===== src/hdl/puf_pkg.sv =====
// ----------------------------------------------------------------------------
// puf_pkg
// Shared types and constants of the percolation union-find core.
// ----------------------------------------------------------------------------
package puf_pkg;

    localparam int unsigned SIDE_DEFAULT = 64;
    localparam int unsigned IW           = 12;  // site index width
    localparam int unsigned CW           = 13;  // open count width

    // Source of the next value of the node being walked toward its root.
    typedef enum logic [2:0] {
        NS_HOLD,
        NS_NB,
        NS_SITE,
        NS_TOP,
        NS_BOT,
        NS_PARENT
    } node_src_t;

    typedef struct packed {
        logic       clr;
        logic       load;
        logic       row;
        logic       col;
        logic       rd_open_site;
        logic       set_open;
        logic       nb_sel;
        logic [1:0] k;
        node_src_t  node_src;
        logic       save_a;
        logic       save_b;
        logic       rd_parent;
        logic       rd_wa;
        logic       rd_wb;
        logic       link;
        logic       push;
    } puf_cmd_t;

    typedef struct packed {
        logic clr_last;
        logic site_ok;
        logic open_q;
        logic nb_exists;
        logic nb_check;
        logic is_root;
        logic root_eq;
        logic out_free;
    } puf_sts_t;

endpackage


===== src/hdl/puf_ctrl.sv =====
// ----------------------------------------------------------------------------
// puf_ctrl
// Sequencer: clearing pass, site check, up to four joins and the percolation check.
// ----------------------------------------------------------------------------
module puf_ctrl (
    input  logic              clk,
    input  logic              rst_n,
    input  logic              in_valid,
    output logic              in_ready,
    input  puf_pkg::puf_sts_t sts,
    output puf_pkg::puf_cmd_t cmd
);
    import puf_pkg::*;

    typedef enum logic [3:0] {
        S_CLEAR, S_IDLE, S_ROW, S_COL, S_RD_SITE, S_CHK_SITE, S_NB_SEL,
        S_NB_CHK, S_FIND_RD, S_FIND_CHK, S_W_RDA, S_W_RDB, S_W_LINK, S_PUSH
    } state_t;

    typedef enum logic [1:0] { PH_JA, PH_JB, PH_PT, PH_PB } phase_t;

    state_t     state_reg, state_next;
    phase_t     phase_reg, phase_next;
    logic [1:0] k_reg, k_next;

    always_comb
    begin
        cmd        = '0;
        cmd.k      = k_reg;
        cmd.node_src = NS_HOLD;
        state_next = state_reg;
        phase_next = phase_reg;
        k_next     = k_reg;
        in_ready   = 1'b0;
        unique case (state_reg)
            S_CLEAR:
            begin
                cmd.clr = 1'b1;
                if (sts.clr_last)
                    state_next = S_IDLE;
            end
            S_IDLE:
            begin
                in_ready = 1'b1;
                if (in_valid)
                begin
                    cmd.load   = 1'b1;
                    state_next = S_ROW;
                end
            end
            S_ROW:
            begin
                cmd.row    = 1'b1;
                state_next = S_COL;
            end
            S_COL:
            begin
                cmd.col    = 1'b1;
                state_next = S_RD_SITE;
            end
            S_RD_SITE:
            begin
                if (sts.site_ok)
                begin
                    cmd.rd_open_site = 1'b1;
                    state_next       = S_CHK_SITE;
                end
                else
                begin
                    cmd.node_src = NS_TOP;
                    phase_next   = PH_PT;
                    state_next   = S_FIND_RD;
                end
            end
            S_CHK_SITE:
            begin
                if (sts.open_q)
                begin
                    cmd.node_src = NS_TOP;
                    phase_next   = PH_PT;
                    state_next   = S_FIND_RD;
                end
                else
                begin
                    cmd.set_open = 1'b1;
                    k_next       = 2'd0;
                    state_next   = S_NB_SEL;
                end
            end
            S_NB_SEL:
            begin
                cmd.nb_sel   = 1'b1;
                cmd.node_src = NS_NB;
                phase_next   = PH_JA;
                if (!sts.nb_exists)
                begin
                    if (k_reg == 2'd3)
                    begin
                        cmd.node_src = NS_TOP;
                        phase_next   = PH_PT;
                        state_next   = S_FIND_RD;
                    end
                    else
                        k_next = k_reg + 2'd1;
                end
                else if (sts.nb_check)
                    state_next = S_NB_CHK;
                else
                    state_next = S_FIND_RD;
            end
            S_NB_CHK:
            begin
                if (sts.open_q)
                    state_next = S_FIND_RD;
                else if (k_reg == 2'd3)
                begin
                    cmd.node_src = NS_TOP;
                    phase_next   = PH_PT;
                    state_next   = S_FIND_RD;
                end
                else
                begin
                    k_next     = k_reg + 2'd1;
                    state_next = S_NB_SEL;
                end
            end
            S_FIND_RD:
            begin
                cmd.rd_parent = 1'b1;
                state_next    = S_FIND_CHK;
            end
            S_FIND_CHK:
            begin
                state_next = S_FIND_RD;
                if (!sts.is_root)
                    cmd.node_src = NS_PARENT;
                else
                begin
                    unique case (phase_reg)
                        PH_JA:
                        begin
                            cmd.save_a   = 1'b1;
                            cmd.node_src = NS_SITE;
                            phase_next   = PH_JB;
                        end
                        PH_JB:
                        begin
                            cmd.save_b = 1'b1;
                            if (!sts.root_eq)
                                state_next = S_W_RDA;
                            else if (k_reg == 2'd3)
                            begin
                                cmd.node_src = NS_TOP;
                                phase_next   = PH_PT;
                            end
                            else
                            begin
                                k_next     = k_reg + 2'd1;
                                state_next = S_NB_SEL;
                            end
                        end
                        PH_PT:
                        begin
                            cmd.save_a   = 1'b1;
                            cmd.node_src = NS_BOT;
                            phase_next   = PH_PB;
                        end
                        default:
                        begin
                            cmd.save_b = 1'b1;
                            state_next = S_PUSH;
                        end
                    endcase
                end
            end
            S_W_RDA:
            begin
                cmd.rd_wa  = 1'b1;
                state_next = S_W_RDB;
            end
            S_W_RDB:
            begin
                cmd.rd_wb  = 1'b1;
                state_next = S_W_LINK;
            end
            S_W_LINK:
            begin
                cmd.link = 1'b1;
                if (k_reg == 2'd3)
                begin
                    cmd.node_src = NS_TOP;
                    phase_next   = PH_PT;
                    state_next   = S_FIND_RD;
                end
                else
                begin
                    k_next     = k_reg + 2'd1;
                    state_next = S_NB_SEL;
                end
            end
            S_PUSH:
            begin
                if (sts.out_free)
                begin
                    cmd.push   = 1'b1;
                    state_next = S_IDLE;
                end
            end
            default:
                state_next = S_IDLE;
        endcase
    end

    always_ff @(posedge clk or negedge rst_n)
    begin
        if (!rst_n)
        begin
            state_reg <= S_CLEAR;
            phase_reg <= PH_JA;
            k_reg     <= 2'd0;
        end
        else
        begin
            state_reg <= state_next;
            phase_reg <= phase_next;
            k_reg     <= k_next;
        end
    end

    a_no_accept_in_clear: assert property (@(posedge clk) disable iff (!rst_n)
        (state_reg == S_CLEAR) |-> !in_ready)
        else $error("input taken during clearing pass");
    a_link_follows_reads: assert property (@(posedge clk) disable iff (!rst_n)
        cmd.link |-> ($past(cmd.rd_wb) && $past(cmd.rd_wa, 2)))
        else $error("link without both weights read");
    a_load_then_push: assert property (@(posedge clk) disable iff (!rst_n)
        cmd.load |=> !cmd.push)
        else $error("result pushed right after load");

endmodule


===== config.mk =====
export PLATFORM = sky130hd
export DESIGN_NAME = puf_ctrl
export DESIGN_NICKNAME = d
export VERILOG_FILES = /design/src/hdl/puf_pkg.sv /design/src/hdl/puf_ctrl.sv
export SDC_FILE = /design/constraint.sdc
export NUM_CORES = 1
export LEC_CHECK = 0
export ABC_CLOCK_PERIOD_IN_PS = 2500
export BUFFER_PORTS_ARGS = -buffer_cell sky130_fd_sc_hd__buf_2
export CAP_MARGIN = 10
export CELL_PAD_IN_SITES_DETAIL_PLACEMENT = 0
export CELL_PAD_IN_SITES_GLOBAL_PLACEMENT = 1
export CORE_MARGIN = 5
export CORE_UTILIZATION = 25
export DETAILED_ROUTE_END_ITERATION = 12
export GPL_TIMING_DRIVEN = 1
export PLACE_DENSITY_LB_ADDON = 0.3
export REMOVE_ABC_BUFFERS = 1
export SYNTH_ARGS = -nofsm -noshare
export SYNTH_HDL_FRONTEND = slang
export SYNTH_SLANG_ARGS = --single-unit

===== constraint.sdc =====
create_clock -name clk -period 2.5 [get_ports clk]
set_input_delay 0.5 -clock clk [delete_from_list [all_inputs] [get_ports clk]]
set_output_delay 0.5 -clock clk [all_outputs]
set_load 0.005 [all_outputs]

==> impl_metrics.tcl <==
set metrics [dict create \
    status "complete, no violations" \
    critPathArrivalTime_ps 1800 \
    drive_gt1_frac 0.270 \
    leakagePower_nw 0.649 \
    power_w 0.00143 \
    cts_tree "done" \
    path_class "register to output port" \
    cp-end-kind "output port" \
    drc 0 \
    htree_num_levels 1 \
    antenna_found_initial 0 \
    rr_endpoint "phase_reg[0]" \
    die_width_um 75.9 \
    die_h_um 75.9 \
    cp-start-kind "register" \
    wl_mm 3.65 \
    ff2ff_path_depth 5 \
    synth_cell_types 47 \
    setup_viol 0 \
    hp-class "input port to asynchronous set/reset pin" \
    cts_root_buffer "clkbuf_8" \
    clkTransAtPathRegs_ps 40 \
    largest_reg_flops 4 \
    required_ps 2000 \
    cts_buffers 3 \
    tns_ps 0 \
    track_usage 0.123 \
    period_needed_ps 2300 \
    crit_chain "or2_2 -> nor2_1 -> o2bb2ai_1 -> a21oi_1 -> o31ai_1 -> buf_2" \
    clock-sinks 8 \
    fin_crit_sh 0.918 \
    place_congestion 0.937 \
    first_iter_violations 245 \
    vias 1312 \
    async_reset_ff_frac 1.00 \
    rsz0062_at_grt "no" \
    dr.pass1.iters 5 \
    ir_drop_uv 331 \
    synth_area_um2 1090 \
    area_growth_pct 25.3 \
    tightest_slew_ps 547 \
    avgRoutedWirePerCell_um 15.4 \
    insertion_delay_ps 220 \
    r2r-start "state_reg[3]" \
    grt_pass1_vias 1264 \
    layout_commonest_cell "buf_2" \
    coreArea_um2 4290 \
    antenna-diode-count 0 \
    final_core_util 0.317 \
    critical-path-slowest-cell "dfrtp_1" \
    cts_resized 0 \
    worst_hold_slack_ps 114 \
    via_per_inst 5.54 \
    relSlewSlack 0.635 \
    grt_start_max_net_pins 18 \
    port-buffer-count 30 \
    ctsHoldBuffers 0 \
    synth.area.top_cells "dfrtp_1, nor2_1, ha_1" \
    cap_violations 0 \
    nets 204 \
    hold_viol 0 \
    yosys_warnings 0 \
    synth_edf_count 0 \
    ys_seq_area_frac 0.184 \
    cts_setup_buffers 0 \
    start_util 0.253 \
    cpPeakStageDelay_ps 500 \
    synth_top_flop_cell "dfrtp_1" \
    layout_common_cells "buf_2, nor2_1, nand2_1, inv_1" \
    ios 31 \
    ctsLongestPathBuffers 2 \
    ys_ff_latch 8 \
    slew_violations 0 \
    clock_skew_ps 1.26 \
    critical_path.top_delay_family "simple AND/OR/NAND/NOR gates" \
    power-per-cell-area_nw_per_um2 1050 \
    avgSynthCellArea_um2 7.10 \
    max_freq_mhz 436 \
    cp_max_fo 12 \
    grt_pass1_wl_mm 6.02 \
    synth_top_area_share 0.184 \
    r2r_slack_ps 280 \
    grt-ovfl-total 0 \
    die_area_um2 5760 \
    rows 24 \
    synth_top_area_cell "dfrtp_1" \
    path_buf_inv 1 \
    postRouteAntennaNets 0 \
    syn-instance-count 153 \
    dpl.hpwl_mm 2.90 \
]
## kinds of logic (layout without fill, tap and decap cells)
family,after synthesis,in the layout,synth area share
buffers and inverters,20,52,0.0795
adder cells (fa/ha/maj),6,6,0.0691
AO/OA/AOI/OAI,51,51,0.321
AND/OR/NAND/NOR,64,64,0.306
XOR/XNOR,1,1,0.00807
flip-flops,8,8,0.184
multiplexers,3,3,0.0311
## area by class of cell
class	count	area [um^2]
Fill cell	469	2930
Multi-Input combinational cell	125	800
Timing Repair Buffer	39	218
Sequential cell	8	200
Tap cell	52	65.1
Clock buffer	3	41.3
Inverter	10	37.5
## routing by layer
layer / vias to the layer above / wire [um] / GRT usage
li1: 627 / - / -
met3: 8 / 275 / 0.0261
met5: - / 0 / 0
met4: 0 / 69 / 0.0480
met2: 62 / 1720 / 0.192
met1: 615 / 1580 / 0.163
## power breakdown
part,leakage (nW),total [W],internal (W),switching [W]
registers,0.101,0.000286,0.000178,0.000108
clock network,0.0216,0.000147,0.000104,0.0000431
logic,0.526,0.00100,0.000442,0.000559
total,0.649,0.00143,0.000724,0.000710
## through the flow
stage	area (um^2)	std cells	setup slack [ps]
2_1_floorplan	1040	143	530
3_3_place_gp	1320	234	394
3_5_place_dp	1320	234	330
4_1_cts	1360	237	187
5_1_grt	1360	237	87.2
6_report	1360	237	204
## how the worst max path moves through the flow
| stage | start | end | slack, ps | cells after the start |
|---|---|---|---|---|
| 2_1_floorplan | state_reg[3] | phase_reg[0] | 530 | 5 |
| 3_3_place_gp | state_reg[3] | phase_reg[0] | 390 | 5 |
| 3_5_place_dp | state_reg[3] | phase_reg[0] | 330 | 5 |
| 4_1_cts | state_reg[1] | cmd[8] | 190 | 6 |
| 5_1_grt | state_reg[3] | phase_reg[0] | 90 | 5 |
| 6_report | state_reg[1] | cmd[8] | 200 | 6 |
## Yosys cell counts, drive strengths merged, types with 3 or more instances
library cell and count:
nor2 21, o21ai 11, inv 10, nand2 10
a21oi 9, dfrtp 8, nor3 7, buf 6
ha 6, nand2b 5, nor2b 5, a31oi 4
clkbuf 4, o31ai 4, a21o 3, mux2 3
nand3b 3
## worst register-to-register path, stage by stage (launching register included)
cell	delay, ps
dfrtp_1	640
and3b_4	300
a22o_1	260
a222oi_1	550
o21ai_1	130
a32o_1	220
No activity file was read; power rests on OpenSTA's default activity.
